### config.mk
export PLATFORM = sky130hd
export DESIGN_NAME = circuit_breaker_controller
export DESIGN_NICKNAME = d
export VERILOG_FILES = /design/src/rtl/core/cbc_pkg.sv /design/src/rtl/core/cbc_divider.sv /design/src/rtl/core/circuit_breaker_controller.sv
export SDC_FILE = /design/constraint.sdc
export NUM_CORES = 2
export LEC_CHECK = 0
export BUFFER_PORTS_ARGS = -buffer_cell sky130_fd_sc_hd__buf_2
export CAP_MARGIN = 15
export CORE_ASPECT_RATIO = 1.1
export CORE_UTILIZATION = 40
export DETAILED_ROUTE_END_ITERATION = 6
export PLACE_DENSITY_LB_ADDON = 0.3
export RECOVER_POWER = 100
export SETUP_SLACK_MARGIN = 0.15
export SLEW_MARGIN = 30
export SYNTH_ARGS = -nofsm -noshare
export SYNTH_HDL_FRONTEND = slang
export SYNTH_SLANG_ARGS = --single-unit
### constraint.sdc
create_clock -name clk -period 18.45 [get_ports clk]
set_clock_uncertainty 0.05 [all_clocks]
set_input_delay 0 -clock clk [delete_from_list [all_inputs] [get_ports clk]]
set_output_delay 0 -clock clk [all_outputs]
set_load 0.005 [all_outputs]
### src/rtl/core/cbc_pkg.sv
// Shared types and constants for the circuit breaker controller.
// No dependencies.
package cbc_pkg;
  localparam logic [1:0] ST_CLOSED = 2'd0;
  localparam logic [1:0] ST_OPEN   = 2'd1;
  localparam logic [1:0] ST_HALF   = 2'd2;
  localparam logic [1:0] OUT_OK    = 2'd0;
  localparam logic [1:0] OUT_FAIL  = 2'd1;
  localparam logic [2:0] REG_CONSEC = 3'd0;
  localparam logic [2:0] REG_WINDOW = 3'd1;
  localparam logic [2:0] REG_MINREQ = 3'd2;
  localparam logic [2:0] REG_FPCT   = 3'd3;
  localparam logic [2:0] REG_SPCT   = 3'd4;
  localparam logic [2:0] REG_BASE   = 3'd5;
  localparam logic [2:0] REG_CAP    = 3'd6;
  localparam logic [2:0] REG_PROBE  = 3'd7;

  // bucket count, a power of two so the bucket width and slot are shifts and masks
  localparam int NUM_BUCKETS = 16;
  localparam int BUCKET_BITS = $clog2(NUM_BUCKETS);

  // divider request/response
  typedef struct packed {
    logic        start;
    logic [63:0] num;
    logic [31:0] den;
  } div_req_t;
  typedef struct packed {
    logic        done;
    logic [63:0] quot;
  } div_rsp_t;
endpackage

### src/rtl/core/cbc_divider.sv
// Shared restoring divider, one quotient bit per cycle, 64 by 32 bits.
// Depends on cbc_pkg.
module cbc_divider import cbc_pkg::*; (
  input  logic     clk,
  input  logic     rst,
  input  div_req_t req,
  output div_rsp_t rsp
);
  logic [63:0] quot;
  logic [32:0] rem;
  logic [31:0] den;
  logic [6:0]  count;
  logic        busy;
  logic        done;
  logic [32:0] trial;

  assign trial = {rem[31:0], quot[63]} - {1'b0, den};

  always_ff @(posedge clk) begin
    if (rst) begin
      busy <= 1'b0;
      done <= 1'b0;
    end else begin
      done <= 1'b0;
      if (req.start) begin
        busy <= 1'b1;
        quot <= req.num;
        den <= req.den;
        rem <= '0;
        count <= 7'd64;
      end else if (busy) begin
        if (!trial[32]) begin
          rem <= trial;
          quot <= {quot[62:0], 1'b1};
        end else begin
          rem <= {rem[31:0], quot[63]};
          quot <= {quot[62:0], 1'b0};
        end
        count <= count - 7'd1;
        if (count == 7'd1) begin
          busy <= 1'b0;
          done <= 1'b1;
        end
      end
    end
  end
  assign rsp = {done, quot};
endmodule

### src/rtl/core/circuit_breaker_controller.sv
// Circuit breaker controller: closed, open and half-open states with a
// bucketed sliding window of requests, failures and slow results.
//
// Usage: an input transaction carries mode (request or record), outcome,
// slow_flag, turn_tag and now_ms over valid/ready. Each transaction gives
// exactly one result transaction with the grant, turn number, state,
// can_try, window statistics and current open length.
// Requests, half-open records and ignored records pass S_DISP and then
// S_OUT, which registers out_valid. A closed-state ok or fail record
// also passes S_DT, S_DK, S_ADD, S_SUM, S_FIN, S_DF, S_DS and S_DEC: one
// shared 64/32 bit serial divider computes the tick, the kept tick count
// and both percentages in turn, and the bucket sum walks the NUM_BUCKETS
// entries one a cycle. The bucket width is a shift of the window length.
// One transaction at a time: in_ready is low while busy and rises the
// cycle after the result is taken.
// Reset: all state returns to closed, buckets empty, registers to their
// reset values. The configuration port writes at any cycle.
// Stall: the result holds in its register until out_ready; a new input
// transaction is taken once the result is gone.
module circuit_breaker_controller import cbc_pkg::*; #(
  parameter int PROBE_SUCCESS_NEED = 1
) (
  input  logic        clk,
  input  logic        rst,
  input  logic        in_valid,
  output logic        in_ready,
  input  logic        mode,
  input  logic [1:0]  outcome,
  input  logic        slow_flag,
  input  logic [31:0] turn_tag,
  input  logic [31:0] now_ms,
  output logic        out_valid,
  input  logic        out_ready,
  output logic        allowed,
  output logic [31:0] turn_out,
  output logic [1:0]  breaker_state,
  output logic        can_try,
  output logic [19:0] window_requests,
  output logic [6:0]  fail_pct,
  output logic [6:0]  slow_pct,
  output logic [31:0] open_len_ms,
  input  logic        cfg_we,
  input  logic [2:0]  cfg_index,
  input  logic [31:0] cfg_data
);
  localparam int BW = BUCKET_BITS;
  localparam logic [7:0] NEED8 = (PROBE_SUCCESS_NEED < 1) ? 8'd1 : 8'(PROBE_SUCCESS_NEED);

  localparam logic [3:0] S_IDLE  = 4'd0;
  localparam logic [3:0] S_DISP  = 4'd1;
  localparam logic [3:0] S_DT    = 4'd3;
  localparam logic [3:0] S_DK    = 4'd4;
  localparam logic [3:0] S_ADD   = 4'd5;
  localparam logic [3:0] S_SUM   = 4'd6;
  localparam logic [3:0] S_DF    = 4'd7;
  localparam logic [3:0] S_DS    = 4'd8;
  localparam logic [3:0] S_DEC   = 4'd9;
  localparam logic [3:0] S_FIN   = 4'd10;
  localparam logic [3:0] S_OUT   = 4'd11;
  localparam logic [3:0] S_WAIT  = 4'd12;

  logic [3:0] state;
  logic [15:0] r_consec;
  logic [31:0] r_window, r_base, r_cap;
  logic [19:0] r_minreq;
  logic [6:0]  r_fpct, r_spct;
  logic [7:0]  r_probe;

  logic [1:0]  mstate;
  logic [31:0] turn_count, open_duration, opened_time;
  logic [7:0]  probes_pending, probes_ok;
  logic [15:0] fail_streak;
  logic [NUM_BUCKETS-1:0] bvalid;
  logic [31:0] btick [NUM_BUCKETS];
  logic [15:0] breq [NUM_BUCKETS];
  logic [15:0] bfail [NUM_BUCKETS];
  logic [15:0] bslow [NUM_BUCKETS];

  logic        i_mode, i_slow;
  logic [1:0]  i_outcome;
  logic [31:0] i_tag, i_now;
  logic [31:0] tick, keep;
  logic [BW-1:0] idx;
  logic [35:0] sr, sf, ss;
  logic [6:0]  fp, sp;
  logic        div_phase;

  div_req_t dreq;
  div_rsp_t drsp;
  cbc_divider u_div (.clk(clk), .rst(rst), .req(dreq), .rsp(drsp));

  // effective registers
  logic [31:0] e_window, e_base, e_cap;
  logic [7:0]  e_probe, e_need;
  logic [15:0] e_consec;
  logic [19:0] e_minreq;
  logic [6:0]  e_fpct, e_spct;
  always_comb begin
    e_window = (r_window == '0) ? 32'd1 : r_window;
    e_base   = (r_base == '0) ? 32'd1 : r_base;
    e_cap    = (r_cap > e_base) ? r_cap : e_base;
    e_probe  = (r_probe == '0) ? 8'd1 : r_probe;
    e_need   = (NEED8 < e_probe) ? NEED8 : e_probe;
    e_consec = (r_consec == '0) ? 16'd1 : r_consec;
    e_minreq = (r_minreq == '0) ? 20'd1 : r_minreq;
    e_fpct   = (r_fpct > 7'd100) ? 7'd100 : r_fpct;
    e_spct   = (r_spct > 7'd100) ? 7'd100 : r_spct;
  end

  // bucket width: window length over the bucket count, at least 1
  logic [31:0] width;
  assign width = (e_window[31:BW] == '0) ? 32'd1 : {{BW{1'b0}}, e_window[31:BW]};

  logic [31:0] elapsed;
  logic        open_el, tag_ok;
  assign elapsed = i_now - opened_time;
  assign open_el = elapsed >= open_duration;
  assign tag_ok  = (i_tag == '0) || (i_tag == turn_count);

  // bucket slot: low bits of the tick
  logic [BW-1:0] slot_c;
  assign slot_c = tick[BW-1:0];

  logic [31:0] dt;
  logic        in_win;
  assign dt = tick - btick[idx];
  assign in_win = bvalid[idx] && !(tick < btick[idx]) && (dt < keep);

  logic [32:0] dbl;
  assign dbl = {open_duration, 1'b0};

  logic rate_open;
  assign rate_open = (sr >= {16'd0, e_minreq}) &&
    ((e_fpct != '0 && fp >= e_fpct) || (e_spct != '0 && sp >= e_spct));

  assign in_ready = (state == S_IDLE);

  always_comb begin
    dreq.start = 1'b0;
    dreq.num = '0;
    dreq.den = 32'd1;
    if (!div_phase) begin
      unique case (state)
        S_DT: begin dreq.start = 1'b1; dreq.num = {32'd0, i_now}; dreq.den = width; end
        S_DK: begin
          dreq.start = 1'b1;
          dreq.num = {32'd0, e_window} + {32'd0, width} - 64'd1;
          dreq.den = width;
        end
        S_DF: begin dreq.start = 1'b1; dreq.num = {28'd0, sf} * 64'd100; dreq.den = sr[31:0]; end
        S_DS: begin dreq.start = 1'b1; dreq.num = {28'd0, ss} * 64'd100; dreq.den = sr[31:0]; end
        default: ;
      endcase
    end
  end

  always_ff @(posedge clk) begin
    if (rst) begin
      state <= S_IDLE;
      out_valid <= 1'b0;
      div_phase <= 1'b0;
      r_consec <= 16'd5; r_window <= 32'd10000; r_minreq <= 20'd20;
      r_fpct <= 7'd50; r_spct <= 7'd0; r_base <= 32'd1000;
      r_cap <= 32'd60000; r_probe <= 8'd1;
      mstate <= ST_CLOSED;
      turn_count <= '0;
      open_duration <= 32'd1000;
      opened_time <= '0;
      probes_pending <= '0;
      probes_ok <= '0;
      fail_streak <= '0;
      bvalid <= '0;
    end else begin
      if (cfg_we) begin
        unique case (cfg_index)
          REG_CONSEC: r_consec <= cfg_data[15:0];
          REG_WINDOW: r_window <= cfg_data;
          REG_MINREQ: r_minreq <= cfg_data[19:0];
          REG_FPCT:   r_fpct <= cfg_data[6:0];
          REG_SPCT:   r_spct <= cfg_data[6:0];
          REG_BASE:   r_base <= cfg_data;
          REG_CAP:    r_cap <= cfg_data;
          REG_PROBE:  r_probe <= cfg_data[7:0];
        endcase
      end
      unique case (state)
        S_IDLE: begin
          if (in_valid) begin
            i_mode <= mode; i_outcome <= outcome; i_slow <= slow_flag;
            i_tag <= turn_tag; i_now <= now_ms;
            allowed <= 1'b0; window_requests <= '0; fail_pct <= '0; slow_pct <= '0;
            state <= S_DISP;
          end
        end
        S_DISP: begin
          state <= S_OUT;
          if (!i_mode) begin
            if (mstate == ST_CLOSED) allowed <= 1'b1;
            else if (mstate == ST_OPEN) begin
              if (open_el) begin
                mstate <= ST_HALF; turn_count <= turn_count + 32'd1;
                probes_pending <= 8'd1; probes_ok <= '0; allowed <= 1'b1;
              end
            end else if (probes_pending < e_probe) begin
              probes_pending <= probes_pending + 8'd1; allowed <= 1'b1;
            end
          end else if (tag_ok && mstate != ST_OPEN) begin
            if (mstate == ST_HALF) begin
              if (i_outcome == OUT_FAIL) begin
                open_duration <= (dbl < {1'b0, e_cap}) ? dbl[31:0] : e_cap;
                mstate <= ST_OPEN; turn_count <= turn_count + 32'd1;
                opened_time <= i_now; probes_pending <= '0; probes_ok <= '0;
              end else if (i_outcome == OUT_OK &&
                           (probes_ok == 8'hFF || probes_ok + 8'd1 >= e_need)) begin
                mstate <= ST_CLOSED; turn_count <= turn_count + 32'd1;
                fail_streak <= '0; probes_pending <= '0; probes_ok <= '0;
                open_duration <= e_base; bvalid <= '0;
              end else begin
                // skip or a success short of the close count: release the probe
                if (probes_pending != '0) probes_pending <= probes_pending - 8'd1;
                if (i_outcome == OUT_OK) probes_ok <= probes_ok + 8'd1;
              end
            end else if (i_outcome == OUT_OK || i_outcome == OUT_FAIL) begin
              if (i_outcome == OUT_FAIL) begin
                if (fail_streak != 16'hFFFF) fail_streak <= fail_streak + 16'd1;
              end else fail_streak <= '0;
              state <= S_DT;
            end
          end
        end
        S_DT, S_DK, S_DF, S_DS: begin
          if (!div_phase) div_phase <= 1'b1;
          else if (drsp.done) begin
            div_phase <= 1'b0;
            unique case (state)
              S_DT: begin tick <= drsp.quot[31:0]; state <= S_DK; end
              S_DK: begin keep <= drsp.quot[31:0]; state <= S_ADD; end
              S_DF: begin fp <= drsp.quot[6:0]; state <= S_DS; end
              default: begin sp <= drsp.quot[6:0]; state <= S_DEC; end
            endcase
          end
        end
        S_ADD: begin
          // reclaim the slot when stale, then count this transaction
          if (!bvalid[slot_c] || btick[slot_c] != tick) begin
            bvalid[slot_c] <= 1'b1;
            btick[slot_c] <= tick;
            breq[slot_c] <= 16'd1;
            bfail[slot_c] <= {15'd0, i_outcome == OUT_FAIL};
            bslow[slot_c] <= {15'd0, i_slow};
          end else begin
            if (breq[slot_c] != 16'hFFFF) breq[slot_c] <= breq[slot_c] + 16'd1;
            if (i_outcome == OUT_FAIL && bfail[slot_c] != 16'hFFFF)
              bfail[slot_c] <= bfail[slot_c] + 16'd1;
            if (i_slow && bslow[slot_c] != 16'hFFFF) bslow[slot_c] <= bslow[slot_c] + 16'd1;
          end
          idx <= '0; sr <= '0; sf <= '0; ss <= '0; fp <= '0; sp <= '0;
          state <= S_SUM;
        end
        S_SUM: begin
          if (in_win) begin
            sr <= sr + 36'(breq[idx]); sf <= sf + 36'(bfail[idx]); ss <= ss + 36'(bslow[idx]);
          end
          if (idx == BW'(NUM_BUCKETS - 1)) state <= S_FIN;
          else idx <= idx + BW'(1);
        end
        S_FIN: state <= (sr != '0) ? S_DF : S_DEC;
        S_DEC: begin
          window_requests <= (sr > 36'hFFFFF) ? 20'hFFFFF : sr[19:0];
          fail_pct <= fp; slow_pct <= sp;
          if (fail_streak >= e_consec || rate_open) begin
            open_duration <= e_base;
            if (mstate != ST_OPEN) turn_count <= turn_count + 32'd1;
            mstate <= ST_OPEN; opened_time <= i_now;
            probes_pending <= '0; probes_ok <= '0;
          end
          state <= S_OUT;
        end
        S_OUT: begin
          turn_out <= turn_count;
          breaker_state <= mstate;
          open_len_ms <= open_duration;
          unique case (mstate)
            ST_CLOSED: can_try <= 1'b1;
            ST_HALF:   can_try <= probes_pending < e_probe;
            default:   can_try <= open_el;
          endcase
          out_valid <= 1'b1;
          state <= S_WAIT;
        end
        S_WAIT: begin
          if (out_ready) begin
            out_valid <= 1'b0;
            state <= S_IDLE;
          end
        end
        default: state <= S_IDLE;
      endcase
    end
  end
endmodule

After elaboration in Yosys (flattened, before gate mapping)
Memories as Yosys holds them, arrays and structs flattened. A register that Yosys moved wholly into a read port is not among the register bits.
Index checks and enable logic that the tools add are counted.
{"block": "classes", "n_mul": 2, "reduce_logical": 75, "n_eq_ne": 66, "n_mux": 172, "n_lt_le_gt_ge": 18, "n_addsub": 18, "n_bitwise": 6}
{"operator": "$mux W32", "count": 27}
{"operator": "$pmux W97 S4", "count": 1}
{"operator": "$mux W16", "count": 14}
{"operator": "$pmux W36 S2", "count": 3}
{"operator": "$pmux W32 S2", "count": 3}
{"operator": "$mux W8", "count": 22}
{"operator": "$mux W64", "count": 2}
{"operator": "$add A36 B16 Y36", "count": 3}
{"operator": "$mux W36", "count": 3}
{"operator": "$mux W97", "count": 1}
{"operator": "$logic_not A32 Y1", "count": 3}
{"operator": "$mul A36 B5 Y41 const B", "count": 2}
{"operator": "$mux W4", "count": 19}
{"operator": "$mux W7", "count": 10}
{"operator": "$add A16 B1 Y16 const B", "count": 4}
{"operator": "$lt A32 B32 Y1", "count": 2}
{"operator": "$ne A16 B16 Y1 const B", "count": 4}
{"operator": "$sub A32 B32 Y32", "count": 2}
{"operator": "$mux W20", "count": 3}
{"operator": "$pmux W7 S2", "count": 4}
{"operator": "$pmux W20 S2", "count": 1}
{"operator": "$ne A2 B2 Y1 const B", "count": 19}
{"operator": "$ge A36 B20 Y1", "count": 1}
{"operator": "$gt A36 B20 Y1 const B", "count": 1}
{"operator": "other kinds (74)", "count": 203}
{"block": "word_totals", "ff_bits": 803, "ram_bits": 1280, "output_inout_bits": 104, "n_memories": 4}
{"memory": "btick", "depth": 16, "word_bits": 32, "read_ports": 2, "rd_ports_with_merged_regs": 2, "write_ports": 1, "line_no": "circuit_breaker_controller.sv:74", "source": "logic [31:0] btick [NUM_BUCKETS];"}
{"memory": "bfail", "depth": 16, "word_bits": 16, "read_ports": 2, "rd_ports_with_merged_regs": 2, "write_ports": 1, "line_no": "circuit_breaker_controller.sv:76", "source": "logic [15:0] bfail [NUM_BUCKETS];"}
{"memory": "breq", "depth": 16, "word_bits": 16, "read_ports": 2, "rd_ports_with_merged_regs": 2, "write_ports": 1, "line_no": "circuit_breaker_controller.sv:75", "source": "logic [15:0] breq [NUM_BUCKETS];"}
{"memory": "bslow", "depth": 16, "word_bits": 16, "read_ports": 2, "rd_ports_with_merged_regs": 2, "write_ports": 1, "line_no": "circuit_breaker_controller.sv:77", "source": "logic [15:0] bslow [NUM_BUCKETS];"}

Logic depth before layout (Yosys ltp)
{"block": "depth", "word_depth": 13, "ltp_mapped": 26, "mapped_depth_nobuf": 24}

Modules after synthesis
From an unflattened synthesis, not the netlist that was laid out.
{"block": "unflattened", "hier_cells": 8807, "area_unflattened_um2": 115223.0}
{"module": "circuit_breaker_controller", "area_per_inst_um2": 107765.9, "n_inst": 1, "cells_per_inst": 8168}
{"module": "cbc_divider", "area_per_inst_um2": 7457.2, "n_inst": 1, "cells_per_inst": 639}

Least setup slack after synthesis
No wires, ideal clock.
{"block": "synth_timing", "path_type": "flip-flop to flip-flop", "from": "register with a tool-made name", "to": "register sf[0], enable pin", "path_stages_with_launch": 24, "n_path_buf": 3, "arrival_time_ns": 13.138, "slack_ns": 4.538, "setup_ns": 0.724, "path_cell_list": "dfxtp_1 -> clkbuf_1 -> clkbuf_1 -> buf_1 -> mux4_2 -> mux4_2 -> inv_1 -> ha_1 -> a211o_1 -> a2111oi_0 -> o32ai_1 -> a21oi_1 -> o31ai_1 -> nor4_1 -> nor2_1 -> a211oi_1 -> xnor2_1 -> ha_1 -> nor2b_1 -> o21ai_0 -> o311ai_0 -> a31oi_1 -> o41ai_1 -> o21ai_0"}
{"element": "to (signal assigned)", "line_no": "circuit_breaker_controller.sv:262", "source": "sr <= sr + 36'(breq[idx]); sf <= sf + 36'(bfail[idx]); ss <= ss + 36'(bslow[idx]);"}
{"element": "to (decl)", "line_no": "circuit_breaker_controller.sv:84", "source": "logic [35:0] sr, sf, ss;"}

==> qor.yml <==
status:
  status: "complete, but fails checks"
  violations: "design-rule violations, max-capacitance violations, max-slew violations"
final_layout:
  drive_above_1_share_pct: 15.3
  area_delta_synth_final_pct: 12.8
  design_area_sq_um: 130000
  fill_cells: 25600
  fin_nets: 10100
worst_setup_path:
  crit_buf_inv: 4
  crit_type: "reg2reg"
  start_kind: "register"
  r2r_cells: 13
  r2r_end: "bslow[11][10]"
  cp_slowest_cell: "dfxtp_1"
  worstPathCellList: "buf_12 -> clkbuf_1 -> mux4_2 -> mux4_2 -> xnor2_1 -> nand4_1 -> nor4_1 -> nand3_1 -> or4_1 -> nor2b_1 -> clkbuf_1 -> o21bai_2 -> clkbuf_1"
  critPathCaptureType: "register"
  crit_required_ns: 18.88
  cp_common_cell: "clkbuf_1"
  critPathTopFamily: "buffers and inverters"
  r2r_slack_ns: 5.32
  cp.arrival_ns: 13.56
  crit_fanout: 121
  cpPeakStageDelay_ns: 2.33
global_route:
  grt_util_met1_pct: 28.8
  grt.overflow.total: 0
  grt_max_degree: 178
  grt_pass1_vias: 77200
  grt_use_total_pct: 22.6
  antenna_found_initial: 8
  grt.met2_usage_pct: 38.5
  grt-busiest-layer: "met2"
  grt_pass1_wl_mm: 496
  use_met3_pct: 3.72
placed_design:
  dp_slack_ns: 9.70
  io_buffers: 211
  post-dp-hpwl_mm: 220
  placed_area_sq_um: 121000
  place_congestion: 0.932
floorplanning:
  num_rows: 206
  die-area_sq_um: 290000
  fp.dieH_um: 565
  core_area_sq_um: 287000
  initial_utilization_pct: 40.2
  die_x_um: 514
  io_pins: 212
timing:
  setup_ws_ns: 5.32
  maxSlewHeadroom_pct: -435
  hold_violations: 0
  final-setup-viol-count: 0
  rsz0062_at_grt: "no"
  fin_crit_sh_pct: 71.1
  period_minus_slack_ns: 13.13
  hold_slack_ns: 0.0752
  fmax_ghz: 0.0762
  drv_slew: 2527
  finalSetupTns_ns: 0
  tightest_slew_ns: 8.02
power:
  pwr-share-seq_pct: 46.1
  ir_worst_vdd_v: 0.0000807
  combPwrFrac_pct: 17.6
  power_mw: 12.2
  clockPowerShare_pct: 36.3
  swShare_pct: 28.6
  powerDensity_nw_per_um2: 94.1
  intPower_mw: 8.74
  p_leak_nw: 44.4
  switchingPower_mw: 3.50
clocking:
  cts_sinks: 2091
  clockBufferDepth: 4
  post_cts_buffers: 0
  numCtsBuffers: 217
  postCtsHoldBufs: 240
  cts_resized: 0
  cts_tree: "built"
  clk_pin_slew_worst_paths_ns: 0.06
  cts_max_level: 4
  cts_root_buf: "clkbuf_16"
  clock_latency_ns: 0.94
hold_path:
  hold_path.class: "in2reg"
  worstHoldStart: "cfg_data[6]"
  hold_depth: 4
  hold-path-endpoint: "r_probe[6]"
detailed_routing:
  post_drt_wl_per_cell_um: 25.1
  dr.pass1.iters: 7
  via_count: 77200
  antenna_left: 0
  finalWirelength_mm: 333
  detail_route.vias_per_cell: 5.82
  drtIter0Drc: 7573
  drc: 3
flow_run:
  drv_cap: 93
synth:
  yosys.area.top_type_share_pct: 46.2
  syn_area_sq_um: 115000
  yosysUniqueCellTypes: 89
  ys_seq_elements: 2091
  yosysWarnings: 0
  async_flop_share_pct: 0
  seq_area_frac_synth_pct: 51.7
  synth.most_common_cell: "edfxtp_1"
  synthTopCellsByArea: "edfxtp_1 (46%), mux4_2 (15%), ha_1 (6.8%)"
  synth_cells: 8828
  syn_area_per_cell_sq_um: 13.1
  netlist_top_cells_count: "edfxtp_1 (1775), mux4_2 (786), inv_1 (751)"
  synth_edf_count: 1775
  synthFlopType: "edfxtp_1"
  yosysTopAreaCell: "edfxtp_1"
how the worst max path moves through the flow:
stage,slack (ns),to,startpoint,cells after the start
after floorplan,4.54,sf[0],register,23
after global placement,9.36,sf[32],register,26
after CTS,9.63,sf[34],register,24
final,5.32,bslow[11][10],register,13
after detailed placement,9.70,sf[34],register,24
after global routing,4.80,bslow[11][11],register,13
stage by stage:
step	std cells	utilization (%)
CTS	13300	45.6
global placement	12600	42.2
floorplan	8834	-
finish	13300	45.4
global route	13300	45.4
detailed placement	12600	42.3
power by group through the flow:
| stage | clock (mW) | sequential (mW) | combinational (mW) |
|---|---|---|---|
| after floorplan | 0 | 5.58 | 1.52 |
| after global placement | 0 | 5.72 | 2.03 |
| after detailed placement | 0 | 5.72 | 2.08 |
| after CTS | 4.51 | 5.63 | 2.14 |
| after global routing | 4.66 | 5.66 | 2.36 |
| final | 4.44 | 5.64 | 2.16 |
sequential cells by signal (all words and copies together), names as in the netlist, 36 cells and up, named ones only:
signal / flops
btick: 512
u_div.quot: 64
breq: 256
sr: 36
ss: 36
sf: 36
bslow: 256
bfail: 256
worst register-to-register path, cell delays in order (launching register included):
cell and delay, ns:
dfxtp_1 2.33, buf_12 0.69, clkbuf_1 1.99, mux4_2 0.51, mux4_2 0.53, xnor2_1 0.23
nand4_1 0.18, nor4_1 0.09, nand3_1 0.15, or4_1 0.86, nor2b_1 2.13, clkbuf_1 1.48
o21bai_2 0.33, clkbuf_1 1.13
per-layer routing:
layer / wire length [um] / vias up
li1: - / 34500
met3: 23900 / 662
met1: 133000 / 39100
met4: 14300 / 10
met2: 162000 / 2991
met5: 336 / -
cell usage in the layout, fill, tap and decap left out, drive strengths merged, types with 69 or more instances in the layout:
master       synthesis  routed
edfxtp            1775    1775
mux4               786     786
inv                752     764
ha                 631     631
nand2              627     627
nor2               595     595
a21oi              496     496
clkbuf             274     432
dfxtp              316     316
o21ai              260     260
dlygate4sd3          0     239
xnor2              219     219
buf                137     203
a21o               165     165
nand3              146     146
xor2               138     138
mux2i              135     135
nor2b              106     106
nor4                96      96
nor3                95      95
nand4               83      83
and2                76      76
clkinv               0      75
and3                70      70
fa                  69      69
logic make-up after synthesis:
kind of cell	count (synthesis)	share of synthesized area (%)
compound gates	1469	8.13
xor+xnor	357	2.71
fa+ha+maj	700	8.04
buf+inv	1163	4.02
flops	2091	51.7
mux	939	16.7
other cells	1	0.00325
simple gates	2108	8.69
area by class of cell:
| class | instances | area, sq um | area share [%] |
|---|---|---|---|
| Clock buffer | 273 | 5800 | 4.46 |
| Tap cell | 3848 | 4810 | 3.70 |
| Multi-Input combinational cell | 5580 | 51400 | 39.5 |
| Clock inverter | 120 | 1260 | 0.967 |
| Antenna cell | 4 | 10.0 | 0.00770 |
| Sequential cell | 2091 | 59600 | 45.9 |
| Timing Repair Buffer | 601 | 4340 | 3.33 |
| Inverter | 752 | 2820 | 2.17 |
No activity file was read; power rests on OpenSTA's default activity.
